File: src/rtl/core/tcrt_pkg.sv
package tcrt_pkg;

	// Default number of tracked contacts
	localparam int MAX_POINTS_DEF = 10;
	// Identifier sent on an empty report word
	localparam logic [6:0] NO_ID = 7'h7F;

	// One input word: a touch point of the current frame
	typedef struct packed {
		logic        point_valid;
		logic        contact;
		logic [6:0]  point_id;
		logic [15:0] pos_x;
		logic [15:0] pos_y;
		logic [7:0]  contact_width;
		logic [7:0]  contact_height;
		logic [7:0]  pressure;
		logic        last_in_frame;
	} in_word_t;

	// One report word
	typedef struct packed {
		logic        out_valid;
		logic        out_contact;
		logic [6:0]  out_id;
		logic [15:0] out_x;
		logic [15:0] out_y;
		logic [7:0]  out_width;
		logic [7:0]  out_height;
		logic [7:0]  out_pressure;
		logic        is_release;
		logic        end_of_report;
	} out_word_t;

	// Stored point, 64 bits, contact flag in bit 0
	typedef struct packed {
		logic [7:0]  pressure;
		logic [7:0]  c_height;
		logic [7:0]  c_width;
		logic [15:0] pos_y;
		logic [15:0] pos_x;
		logic [6:0]  id;
		logic        contact;
	} point_t;

	// Controller to datapath commands
	typedef struct packed {
		logic capture;    // load input word
		logic store;      // write point into current bank, count it
		logic push_out;   // point straight to output register
		logic to_pend;    // point into pending slot
		logic scan_start; // clear found flags, reset scan index
		logic scan_rd;    // read previous bank entry
		logic scan_chk;   // check entry read, advance scan index
		logic rel_start;  // reset release index
		logic rel_rd;     // read first entry of release candidate
		logic rel_emit;   // append release, move pending word on
		logic rel_next;   // advance release index
		logic rel_end;    // active mask takes the frame mask
		logic finish;     // close report, swap banks
	} cmd_t;

	// Datapath to controller status
	typedef struct packed {
		logic item_last;
		logic store_ok;
		logic both_empty;
		logic cnt_ne_prev;
		logic ofree;
		logic pend_valid;
		logic scan_done;
		logic rel_ok;
		logic rel_last;
	} sts_t;

	function automatic point_t item_point(in_word_t w);
		point_t p;
		p.pressure = w.pressure;
		p.c_height = w.contact_height;
		p.c_width  = w.contact_width;
		p.pos_y    = w.pos_y;
		p.pos_x    = w.pos_x;
		p.id       = w.point_id;
		p.contact  = w.contact;
		return p;
	endfunction

	function automatic out_word_t mk_out(point_t p, logic rel, logic eor);
		out_word_t o;
		o.out_valid     = 1'b1;
		o.out_contact   = p.contact;
		o.out_id        = p.id;
		o.out_x         = p.pos_x;
		o.out_y         = p.pos_y;
		o.out_width     = p.c_width;
		o.out_height    = p.c_height;
		o.out_pressure  = p.pressure;
		o.is_release    = rel;
		o.end_of_report = eor;
		return o;
	endfunction

	function automatic out_word_t empty_out();
		out_word_t o;
		o = '0;
		o.out_id        = NO_ID;
		o.end_of_report = 1'b1;
		return o;
	endfunction

endpackage

File: src/rtl/core/tcrt_ctrl.sv
module tcrt_ctrl (
	input  logic           clk,
	input  logic           arst_n,
	input  logic           pt_valid,
	output logic           pt_ready,
	input  tcrt_pkg::sts_t sts,
	output tcrt_pkg::cmd_t cmd
);
	import tcrt_pkg::*;

	typedef enum logic [2:0] {
		S_IDLE,
		S_POINT,
		S_DECIDE,
		S_SCAN_RD,
		S_SCAN_CHK,
		S_REL_RD,
		S_REL_EMIT,
		S_FINISH
	} state_t;

	state_t state_q, state_d;

	// next state and commands
	always_comb begin
		state_d  = state_q;
		cmd      = '0;
		pt_ready = 1'b0;
		case (state_q)
			S_IDLE: begin
				pt_ready    = 1'b1;
				cmd.capture = pt_valid;
				if (pt_valid) state_d = S_POINT;
			end
			S_POINT: begin
				if (sts.store_ok && !sts.item_last) begin
					// mid-frame point goes out directly
					if (sts.ofree) begin
						cmd.store    = 1'b1;
						cmd.push_out = 1'b1;
						state_d      = S_IDLE;
					end
				end else if (sts.store_ok) begin
					cmd.store   = 1'b1;
					cmd.to_pend = 1'b1;
					state_d     = S_DECIDE;
				end else begin
					state_d = sts.item_last ? S_DECIDE : S_IDLE;
				end
			end
			S_DECIDE: begin
				if (sts.both_empty) begin
					state_d = S_IDLE;
				end else if (sts.cnt_ne_prev) begin
					cmd.scan_start = 1'b1;
					state_d        = S_SCAN_RD;
				end else begin
					state_d = S_FINISH;
				end
			end
			S_SCAN_RD: begin
				if (sts.scan_done) begin
					cmd.rel_start = 1'b1;
					state_d       = S_REL_RD;
				end else begin
					cmd.scan_rd = 1'b1;
					state_d     = S_SCAN_CHK;
				end
			end
			S_SCAN_CHK: begin
				cmd.scan_chk = 1'b1;
				state_d      = S_SCAN_RD;
			end
			S_REL_RD: begin
				if (sts.rel_ok) begin
					cmd.rel_rd = 1'b1;
					state_d    = S_REL_EMIT;
				end else if (sts.rel_last) begin
					cmd.rel_end = 1'b1;
					state_d     = S_FINISH;
				end else begin
					cmd.rel_next = 1'b1;
				end
			end
			S_REL_EMIT: begin
				// pending word needs a free output register to move on
				if (!sts.pend_valid || sts.ofree) begin
					cmd.rel_emit = 1'b1;
					if (sts.rel_last) begin
						cmd.rel_end = 1'b1;
						state_d     = S_FINISH;
					end else begin
						cmd.rel_next = 1'b1;
						state_d      = S_REL_RD;
					end
				end
			end
			S_FINISH: begin
				if (sts.ofree) begin
					cmd.finish = 1'b1;
					state_d    = S_IDLE;
				end
			end
			default: state_d = S_IDLE;
		endcase
	end

	// state register
	always_ff @(posedge clk or negedge arst_n) begin
		if (!arst_n) begin
			state_q <= S_IDLE;
		end else begin
			state_q <= state_d;
		end
	end

endmodule

File: src/rtl/core/tcrt_dp.sv
module tcrt_dp #(
	parameter int MAX_POINTS = tcrt_pkg::MAX_POINTS_DEF
) (
	input  logic                clk,
	input  logic                arst_n,
	input  tcrt_pkg::in_word_t  pt_word,
	input  tcrt_pkg::cmd_t      cmd,
	output tcrt_pkg::sts_t      sts,
	output logic                rpt_valid,
	input  logic                rpt_ready,
	output tcrt_pkg::out_word_t rpt_word
);
	import tcrt_pkg::*;

	localparam int CNTW  = $clog2(MAX_POINTS + 1);
	localparam int IDXW  = (MAX_POINTS > 1) ? $clog2(MAX_POINTS) : 1;
	localparam int DEPTH = 2 * MAX_POINTS;
	localparam int ADDRW = (DEPTH > 1) ? $clog2(DEPTH) : 1;

	in_word_t             item_q;
	logic                 bank_q;
	logic [CNTW-1:0]      cur_cnt_q, prev_cnt_q;
	logic [MAX_POINTS-1:0] active_q, frame_q, found_q;
	logic [CNTW-1:0]      first_q [MAX_POINTS];
	logic [CNTW-1:0]      j_q;
	logic [IDXW-1:0]      i_q;
	point_t               mem [DEPTH];
	point_t               rd_q;
	point_t               pend_q;
	logic                 pend_rel_q, pend_valid_q;
	out_word_t            out_q;
	logic                 out_valid_q;

	logic [ADDRW-1:0]     cur_base, prev_base, wr_addr, rd_addr;
	logic [MAX_POINTS-1:0] released;
	point_t               item_pt, rel_pt, wr_data;
	logic                 ofree, item_tracked, rd_tracked;
	logic [IDXW-1:0]      item_idx, rd_idx;

	assign cur_base  = bank_q ? ADDRW'(MAX_POINTS) : '0;
	assign prev_base = bank_q ? '0 : ADDRW'(MAX_POINTS);
	assign released  = active_q & ~frame_q;
	assign item_pt   = item_point(item_q);
	assign ofree     = !out_valid_q || rpt_ready;

	assign item_tracked = item_q.point_id < 7'(MAX_POINTS);
	assign item_idx     = item_q.point_id[IDXW-1:0];
	assign rd_tracked   = rd_q.id < 7'(MAX_POINTS);
	assign rd_idx       = rd_q.id[IDXW-1:0];

	// release copy of a previous point, contact cleared
	always_comb begin
		rel_pt         = rd_q;
		rel_pt.contact = 1'b0;
	end

	// status to controller
	assign sts.item_last   = item_q.last_in_frame;
	assign sts.store_ok    = item_q.point_valid && (cur_cnt_q < CNTW'(MAX_POINTS));
	assign sts.both_empty  = (cur_cnt_q == '0) && (prev_cnt_q == '0);
	assign sts.cnt_ne_prev = cur_cnt_q != prev_cnt_q;
	assign sts.ofree       = ofree;
	assign sts.pend_valid  = pend_valid_q;
	assign sts.scan_done   = j_q == prev_cnt_q;
	assign sts.rel_ok      = found_q[i_q] && (cur_cnt_q < CNTW'(MAX_POINTS));
	assign sts.rel_last    = i_q == IDXW'(MAX_POINTS - 1);

	// point store addressing
	assign wr_addr = cur_base + ADDRW'(cur_cnt_q);
	assign wr_data = cmd.store ? item_pt : rel_pt;
	assign rd_addr = cmd.rel_rd ? (prev_base + ADDRW'(first_q[i_q]))
	                            : (prev_base + ADDRW'(j_q));

	// point store, one write and one registered read
	always_ff @(posedge clk) begin
		if (cmd.store || cmd.rel_emit) mem[wr_addr] <= wr_data;
		if (cmd.scan_rd || cmd.rel_rd) rd_q <= mem[rd_addr];
	end

	// input word and payload registers
	always_ff @(posedge clk) begin
		if (cmd.capture) item_q <= pt_word;
		if (cmd.scan_chk && rd_tracked && released[rd_idx] && !found_q[rd_idx])
			first_q[rd_idx] <= j_q;
		if (cmd.to_pend) begin
			pend_q     <= item_pt;
			pend_rel_q <= 1'b0;
		end else if (cmd.rel_emit) begin
			pend_q     <= rel_pt;
			pend_rel_q <= 1'b1;
		end
		if (cmd.push_out) begin
			out_q <= mk_out(item_pt, 1'b0, 1'b0);
		end else if (cmd.rel_emit && pend_valid_q) begin
			out_q <= mk_out(pend_q, pend_rel_q, 1'b0);
		end else if (cmd.finish) begin
			out_q <= pend_valid_q ? mk_out(pend_q, pend_rel_q, 1'b1) : empty_out();
		end
	end

	// frame and report bookkeeping
	always_ff @(posedge clk or negedge arst_n) begin
		if (!arst_n) begin
			bank_q       <= 1'b0;
			cur_cnt_q    <= '0;
			prev_cnt_q   <= '0;
			active_q     <= '0;
			frame_q      <= '0;
			found_q      <= '0;
			j_q          <= '0;
			i_q          <= '0;
			pend_valid_q <= 1'b0;
			out_valid_q  <= 1'b0;
		end else begin
			if (cmd.store || cmd.rel_emit) cur_cnt_q <= cur_cnt_q + 1'b1;
			if (cmd.store && item_tracked) frame_q[item_idx] <= 1'b1;
			if (cmd.scan_start) begin
				found_q <= '0;
				j_q     <= '0;
			end
			if (cmd.scan_chk) begin
				j_q <= j_q + 1'b1;
				if (rd_tracked && released[rd_idx]) found_q[rd_idx] <= 1'b1;
			end
			if (cmd.rel_start) i_q <= '0;
			if (cmd.rel_next)  i_q <= i_q + 1'b1;
			if (cmd.rel_end)   active_q <= frame_q;
			if (cmd.to_pend || cmd.rel_emit) pend_valid_q <= 1'b1;
			if (cmd.finish) begin
				prev_cnt_q   <= cur_cnt_q;
				bank_q       <= ~bank_q;
				cur_cnt_q    <= '0;
				frame_q      <= '0;
				pend_valid_q <= 1'b0;
			end
			if (cmd.push_out || (cmd.rel_emit && pend_valid_q) || cmd.finish)
				out_valid_q <= 1'b1;
			else if (rpt_ready)
				out_valid_q <= 1'b0;
		end
	end

	assign rpt_valid = out_valid_q;
	assign rpt_word  = out_q;

`ifndef ASSERT_OFF
	a_cur_cnt: assert property (@(posedge clk) disable iff (!arst_n)
		cur_cnt_q <= CNTW'(MAX_POINTS))
		else $error("current count beyond capacity");
	a_prev_cnt: assert property (@(posedge clk) disable iff (!arst_n)
		prev_cnt_q <= CNTW'(MAX_POINTS))
		else $error("previous count beyond capacity");
	a_finish: assert property (@(posedge clk) disable iff (!arst_n)
		cmd.finish |=> (cur_cnt_q == '0) && (frame_q == '0) && !pend_valid_q)
		else $error("frame state not cleared at report end");
	a_direct: assert property (@(posedge clk) disable iff (!arst_n)
		cmd.push_out |-> !pend_valid_q)
		else $error("direct point while a report word is pending");
`endif

endmodule

File: src/rtl/core/touch_contact_release_tracker.sv
// Touch contact release tracker.
// Input channel pt_valid/pt_ready/pt_word carries the touch points of one
// frame, the final word marked last_in_frame; an empty frame is one word
// with point_valid low and the mark set. Output channel
// rpt_valid/rpt_ready/rpt_word carries the report words.
// A mid-frame point is written to the output register once that is free,
// and the controller then returns to idle to take the next word.
// At frame end the controller decides: with both banks empty it goes back
// to idle without a report; if the count changed, the previous bank is
// scanned through the single read port of the point store and then
// MAX_POINTS release candidates are walked; then the report is closed, and
// its last word carries end_of_report.
// Reset clears counts, masks and the bank select; the point store needs
// no clearing, as only written entries are read.
// A stalled receiver holds the output register; the controller then waits
// in place and accepts no new word until its current one is done.
module touch_contact_release_tracker #(
	parameter int MAX_POINTS = tcrt_pkg::MAX_POINTS_DEF
) (
	input  logic                clk,
	input  logic                arst_n,
	input  logic                pt_valid,
	output logic                pt_ready,
	input  tcrt_pkg::in_word_t  pt_word,
	output logic                rpt_valid,
	input  logic                rpt_ready,
	output tcrt_pkg::out_word_t rpt_word
);
	import tcrt_pkg::*;

	cmd_t cmd;
	sts_t sts;

	tcrt_ctrl u_ctrl (
		.clk      (clk),
		.arst_n   (arst_n),
		.pt_valid (pt_valid),
		.pt_ready (pt_ready),
		.sts      (sts),
		.cmd      (cmd)
	);

	tcrt_dp #(
		.MAX_POINTS (MAX_POINTS)
	) u_dp (
		.clk       (clk),
		.arst_n    (arst_n),
		.pt_word   (pt_word),
		.cmd       (cmd),
		.sts       (sts),
		.rpt_valid (rpt_valid),
		.rpt_ready (rpt_ready),
		.rpt_word  (rpt_word)
	);

endmodule
File: config.mk
export PLATFORM = sky130hd
export DESIGN_NAME = touch_contact_release_tracker
export DESIGN_NICKNAME = d
export VERILOG_FILES = /design/src/rtl/core/tcrt_pkg.sv /design/src/rtl/core/tcrt_ctrl.sv /design/src/rtl/core/tcrt_dp.sv /design/src/rtl/core/touch_contact_release_tracker.sv
export SDC_FILE = /design/constraint.sdc
export NUM_CORES = 2
export LEC_CHECK = 0
export BUFFER_PORTS_ARGS = -buffer_cell sky130_fd_sc_hd__buf_4
export CORE_AREA = 5 5 381 383
export CTS_CLUSTER_DIAMETER = 200
export DETAILED_ROUTE_END_ITERATION = 10
export DIE_AREA = 0 0 386 388
export PLACE_DENSITY = 0.62
export RECOVER_POWER = 25
export SYNTH_ARGS = -nofsm -noshare
export SYNTH_HDL_FRONTEND = slang
export SYNTH_SLANG_ARGS = --single-unit
File: constraint.sdc
create_clock -name clk -period 6.4 [get_ports clk]
set_input_delay 0 -clock clk [delete_from_list [all_inputs] [get_ports clk]]
set_output_delay 0 -clock clk [all_outputs]
set_load 0.01 [all_outputs]
=== After elaboration in Yosys (flattened, before gate mapping) ===
Memories as Yosys holds them, arrays and structs flattened. A register that Yosys moved wholly into a read port is not among the register bits.
Index checks and enable logic that the tools add are counted.

* Input bits: 70
* Memories kept: 2
* Register bits after elaboration: 250
* Bits in writable memories: 1,320
* Logic and storage cells: 187

* Add/subtract/negate cells: 6
* Muxes and demuxes: 78
* Order comparisons: 8
* Bitwise operators: 5
* Reduce and logical (&&, ||, !) cells: 37
* Eq/ne operators: 13

{| class="wikitable"
|+ Memory list
! memory !! words !! bits a word !! rd ports !! clocked after Yosys merged registers in !! wr ports !! RTL line !! source
|-
| u_dp.mem || 20 || 64 || 1 || 1 || 1 || tcrt_dp.sv:27 || <nowiki>point_t mem [DEPTH];</nowiki>
|-
| u_dp.first_q || 10 || 4 || 1 || 0 || 1 || tcrt_dp.sv:24 || <nowiki>logic [CNTW-1:0] first_q [MAX_POINTS];</nowiki>
|}

{| class="wikitable"
|+ Operators by type and width
! operator !! number
|-
| 2-to-1 mux 66 bit || 3
|-
| 2-to-1 mux 64 bit || 3
|-
| 2-to-1 mux 67 bit || 1
|-
| 2-to-1 mux 10 bit || 5
|-
| 2-to-1 mux 1 bit || 35
|-
| 2-to-1 mux 3 bit || 11
|-
| 2-to-1 mux 4 bit || 8
|-
| one-hot mux 3 bit (8 select lines) || 1
|-
| bitwise OR 10 bit || 2
|-
| nonzero test 2 bit || 8
|-
| adder 5 x 4 -> 5 bit || 3
|-
| less-than comparator 4 x 5 -> 1 bit (second input constant) || 3
|-
| less-than comparator 7 x 4 -> 1 bit (second input constant) || 2
|-
| adder 4 x 1 -> 4 bit (second input constant) || 3
|-
| binary-select mux 1 bit (select 4 bit) || 3
|-
| equality test 3 bit (second input constant) || 4
|-
| logical AND 1 bit || 12
|-
| bitwise AND 10 bit || 1
|-
| inverter 10 bit || 1
|-
| demux 1 bit (select 4 bit) || 2
|-
| greater-or-equal comparator 4 x 1 -> 1 bit (second input constant) || 2
|-
| logical NOT 4 bit || 2
|-
| 2-to-1 mux 2 bit || 4
|-
| logical OR 1 bit || 7
|-
| 17 further kinds || 21
|}

=== Depth between registers and ports, before layout ===
* Word-level depth: 9
* Depth in mapped cells: 17

=== By module ===
A second synthesis with hierarchy kept.

* Cell total of the unflattened synthesis: 4,897
* Area total of the unflattened synthesis: 67,722.5 um^2

{| class="wikitable"
|+ Modules (own cells, without submodules)
! module !! cells each !! area each (um^2) !! times used !! seq. area each (um^2)
|-
| tcrt_dp || 4,840 || 67,288.3 || 1 || 48,061.1
|-
| tcrt_ctrl || 57 || 434.2 || 1 || 75.1
|}

=== Worst setup path before layout ===
No wires, ideal clock.

* Path type: reg-to-reg
* Start: reg u_dp.cur_cnt_q[2]
* End: mem u_dp.mem[13][10] in the netlist's numbering, enable pin
* Arrival time: 4.655 ns
* Path slack: 1.260 ns
* Cell stages (with the launch flop): 8
* Path buffers: 1
* Required time: 5.916 ns
* Path through: dfrtp_1 -> clkbuf_1 -> o21a_1 -> nor4_1 -> o21ai_0 -> and2_1 -> or3_1 -> nor2_1

* Cells in the longest elaborated chain, start to end: 8
* Elaborated cells on any way between the ends: 10

{| class="wikitable"
|+ RTL lines
! item !! RTL line !! source
|-
| start: declaration || tcrt_dp.sv:22 || <nowiki>logic [CNTW-1:0] cur_cnt_q, prev_cnt_q;</nowiki>
|-
| start signal: assignment || tcrt_dp.sv:115 || <nowiki>if (cmd.store || cmd.rel_emit) cur_cnt_q <= cur_cnt_q + 1'b1;</nowiki>
|-
| less-than comparator 4 bit || tcrt_dp.sv:59 || <nowiki>assign sts.store_ok = item_q.point_valid && (cur_cnt_q < CNTW'(MAX_POINTS));</nowiki>
|-
| logical AND 1 bit || tcrt_dp.sv:59 ||
|-
| 2-to-1 mux 1 bit / logical AND 1 bit (equally long branches) || tcrt_ctrl.sv:43, tcrt_ctrl.sv:36 ||
|-
| 2-to-1 mux 1 bit || tcrt_ctrl.sv:36 || <nowiki>if (sts.store_ok && !sts.item_last) begin</nowiki>
|-
| 2-to-1 mux 3 bit || tcrt_ctrl.sv:29 || <nowiki>case (state_q)</nowiki>
|-
| logical OR 1 bit || tcrt_dp.sv:76 || <nowiki>if (cmd.store || cmd.rel_emit) mem[wr_addr] <= wr_data;</nowiki>
|-
| 2-to-1 mux 1 bit || tcrt_dp.sv:76 ||
|-
| 2-to-1 mux 1 bit (implied by the code) || tcrt_dp.sv:76 ||
|-
| end: declaration || tcrt_dp.sv:27 ||
|}

Parallel ways exist; a longest one is shown, timed or not.

=== Worst setup path in the final report ===
* Start: reg u_dp.cur_cnt_q[2]
* End: reg u_dp.pend_q[37] in the netlist's numbering, enable pin

* Cells in the longest elaborated chain, start to end: 6
* Elaborated cells on any way between the ends: 7

{| class="wikitable"
|+ RTL lines
! item !! RTL line !! source
|-
| less-than comparator 4 bit * || tcrt_dp.sv:59 ||
|-
| logical AND 1 bit * || tcrt_dp.sv:59 ||
|-
| 2-to-1 mux 1 bit / logical AND 1 bit (equally long branches) || tcrt_ctrl.sv:43, tcrt_ctrl.sv:36 ||
|-
| 2-to-1 mux 1 bit * || tcrt_ctrl.sv:36 ||
|-
| 2-to-1 mux 3 bit * || tcrt_ctrl.sv:29 ||
|-
| nonzero test 2 bit (no source line) * || n/a ||
|-
| end signal: assignment || tcrt_dp.sv:86 || <nowiki>pend_q <= item_pt;</nowiki>
|-
| end signal: assignment || tcrt_dp.sv:89 || <nowiki>pend_q <= rel_pt;</nowiki>
|-
| end: declaration || tcrt_dp.sv:29 || <nowiki>point_t pend_q;</nowiki>
|}

Every way passes the cells marked *; elsewhere a longest branch is shown, timed or not.
A chain may end at the register's enable or synchronous reset.

==> summary.txt <==
Status: complete, but fails checks
Failing checks: capacitance limit, slew limit
Static Leak: 0.0243 uW
Total GRT Usage: 21.3%
Period utilisation layout: 86.3%
CP Max Fanout: 39
Final wirelength: 161,000 um
Cell accounting for the most synthesized area: edfxtp_1
Post-detailed-route count of antenna-violating nets: 0
Mapped Nets: 4,102
Cell Area, Synth: 63,100 sq um
1st-iter DRT viols: 3,977
Share of cells above drive strength 1: 13.9%
Predominant post-synthesis flop cell: edfxtp_1
Longest Clk Path Bufs: 3
Setup TNS Final: 0 ns
Worst Hold Class: in2reg
Post-Synthesis Cells: 4,021
Routability congestion estimate: 0.756
Row cnt: 138
Via count: 36,100
Final clock skew: 0.0185 ns
Area Overhead vs Synth: 15.1%
Die height: 388 um
Top-level I/O count: 139
CP Capture Type: register
Register area share after synthesis: 76.3%
Hold Slack: 0.212 ns
Avg Cell Area, Syn: 15.7 sq um
Initial Util: 44.7%
Vias in the first global route: 35,300
Most common cell in the netlist: edfxtp_1
Critical Path AT: 5.92 ns
Synth area leaders: edfxtp_1 74%, nand2_1 4.8%, a21oi_1 3.2%, mux4_2 2.6%, mux2_2 2.6%
CTS sink count: 1,613
VDD IR max: 449 uV
Final setup violating endpoints: 0
Worst endpoint required time: 6.79 ns
TritonRoute pass-1 iters: 6
Residual DRC: 0
Peak Freq: 181 MHz
Vias per std cell: 5.69
GRT Residual Overflow: 0
CTS tree: built
Final Hold Vio Count: 0
Setup CP Type: reg2reg
I/O Buffers: 138
Least-Margin Pin Slew: 2.89 ns
Syn. warnings: 0
Clock transition at path regs: 0.06 ns
Routed WL per cell: 25.4 um
Commonest cells in the netlist: 1,557 x edfxtp_1, 803 x nand2_1, 399 x a21oi_1
Synth top area share: 74.1%
Clock root buffer master: clkbuf_16
First-pass GRT wire length: 237,000 um
Asr flop ratio synth: 3.22%
Crit path time final: 5.53 ns
Initial antenna violation count: 5
Core footprint: 141,000 sq um
Total of max-cap violations: 6
PwrDens: 469 nW/um^2
CTS Buf Count: 162
Slew HR: -93.0%
Core Util, Final: 51.5%
Post-DP HPWL: 81,600 um
Fin. max-slew vios: 221
Cell variety after synth: 60
#FFs+latches synth: 1,613
Final Power: 34,100 uW
RSZ-0062 raised after global routing: false
EDFF count, synth: 1,557
Die area: 150,000 sq um
Largest net degree at the start of global routing: 123
Nets@finish: 4,402
H-tree Lvls: 4
Type of origin of the critical path: register
Die Wd: 386 um
Clk_lat worst skew: 0.77 ns
[routing by layer]
| layer | routed length, um | track usage [%] | vias up | part of all wire [%] |
|---|---|---|---|---|
| met5 | 0 | 0 | - | 0 |
| met4 | 3190 | 5.33 | 0 | 2.0 |
| met3 | 12000 | 3.20 | 226 | 7.4 |
| met2 | 76700 | 33.9 | 1493 | 48 |
| met1 | 69600 | 30.9 | 18400 | 43 |
| li1 | - | - | 15900 | - |
[worst paths after layout]
path,startpoint,to,slack [ns],cells past startpoint
setup reg to reg,u_dp.cur_cnt_q[2],u_dp.pend_q[37],0.87,6
hold reg to reg,u_dp.pend_rel_q,u_dp.pend_rel_q,0.47,1
setup / recovery,u_dp.cur_cnt_q[2],u_dp.pend_q[37],0.87,6
min in group asynchronous,arst_n,u_dp.rpt_valid,1.38,4
hold / removal,rpt_ready,u_ctrl.state_q[1],0.21,5
max in group asynchronous,arst_n,u_dp.active_q[6],3.37,4
[what timing repair did]
action,CTS,global route
hold endpoints to repair,146,0
setup buffers,0,0
setup endpoints to repair,0,0
gates resized for setup,0,0
hold buffers,139,0
[cell type report]
cell class | instances | area, sq um
multi-input combinational | 2165 | 13900
fill | 11500 | 68500
sequential | 1613 | 48100
tap | 1890 | 2360
inverter | 12 | 45.0
timing repair buffer | 367 | 3130
antenna | 1 | 2.50
clock buffer | 215 | 4410
clock inverter | 81 | 643
[critical path: stages (launching register included)]
cell	delay, ns
dfrtp_1	0.52
o21a_1	0.33
nor4_1	0.33
clkbuf_1	0.31
nand2_1	1.50
nand2_4	1.45
buf_4	0.62
[placed cells by master, fill, tap and decap left out, types with 5 or more instances in the layout]
cell           netlist  routed
a211oi_1            47      47
a211oi_2            19      19
a21oi_1            399     399
a22o_1              58      58
and2_0               0       5
and3_1               5       5
buf_12               2      24
buf_4               23      65
bufinv_16            0       9
clkbuf_1            96     117
clkbuf_16            0     169
clkbuf_4             0      67
clkinv_1             0      33
clkinv_2             0      27
clkinvlp_4           0       7
dfrtp_1             52      52
dlygate4sd3_1        0     138
edfxtp_1          1557    1557
ha_1                11      10
inv_1               12      12
mux2_1               0      30
mux2_2             144     114
mux2i_1            136     136
mux4_2              73      73
nand2_1            803     800
nand2b_1            12       9
nand3_1             12      12
nand4_1             69      69
nor2_1             125     105
nor2_4               0      20
nor2b_1             19      19
nor4_1              66      66
o21ai_0             30      30
o22ai_1             64      64
xnor2_1             11      11
[power breakdown]
part           switching (uW)  internal (uW)  total, uW  leakage (uW)
logic                    7150           3270      10400       0.00701
clock network            3890           5200       9100       0.00246
registers                 539          14000      14500        0.0148
[metrics by stage]
stage               cells  setup slack (ns)  cell area (sq um)
global route         6343             0.649              72600
finish               6344             0.875              72600
global placement     5908              1.58              66500
detailed placement   5908              1.44              66500
CTS                  6343              1.42              72900
floorplan            4021              1.26              63100
[kinds of logic after synthesis]
logic type | synth area share (%)
flip-flops | 76.3
AND/OR/NAND/NOR | 7.56
AO/OA/AOI/OAI | 6.23
multiplexers | 7.36
buffers and inverters | 2.16
XOR/XNOR | 0.208
adder cells (fa/ha/maj) | 0.218
[sequential cells by signal (all words and copies together), names as in the netlist, 3 cells and up]
| name | flops |
|---|---|
| u_ctrl.state_q | 3 |
| u_dp.item_pt | 60 |
| u_dp.active_q | 10 |
| u_dp.mem | 1260 |
| u_dp.i_q | 4 |
| u_dp.item_idx | 4 |
| u_dp.rd_q | 59 |
| u_dp.prev_cnt_q | 4 |
| u_dp.j_q | 4 |
| u_dp.rpt_word | 67 |
| u_dp.pend_q | 64 |
| u_dp.rd_idx | 4 |
| u_dp.cur_cnt_q | 4 |
| u_dp.first_q | 40 |
| u_dp.frame_q | 10 |
| u_dp.found_q | 10 |
(Power assumes the default switching activity.)
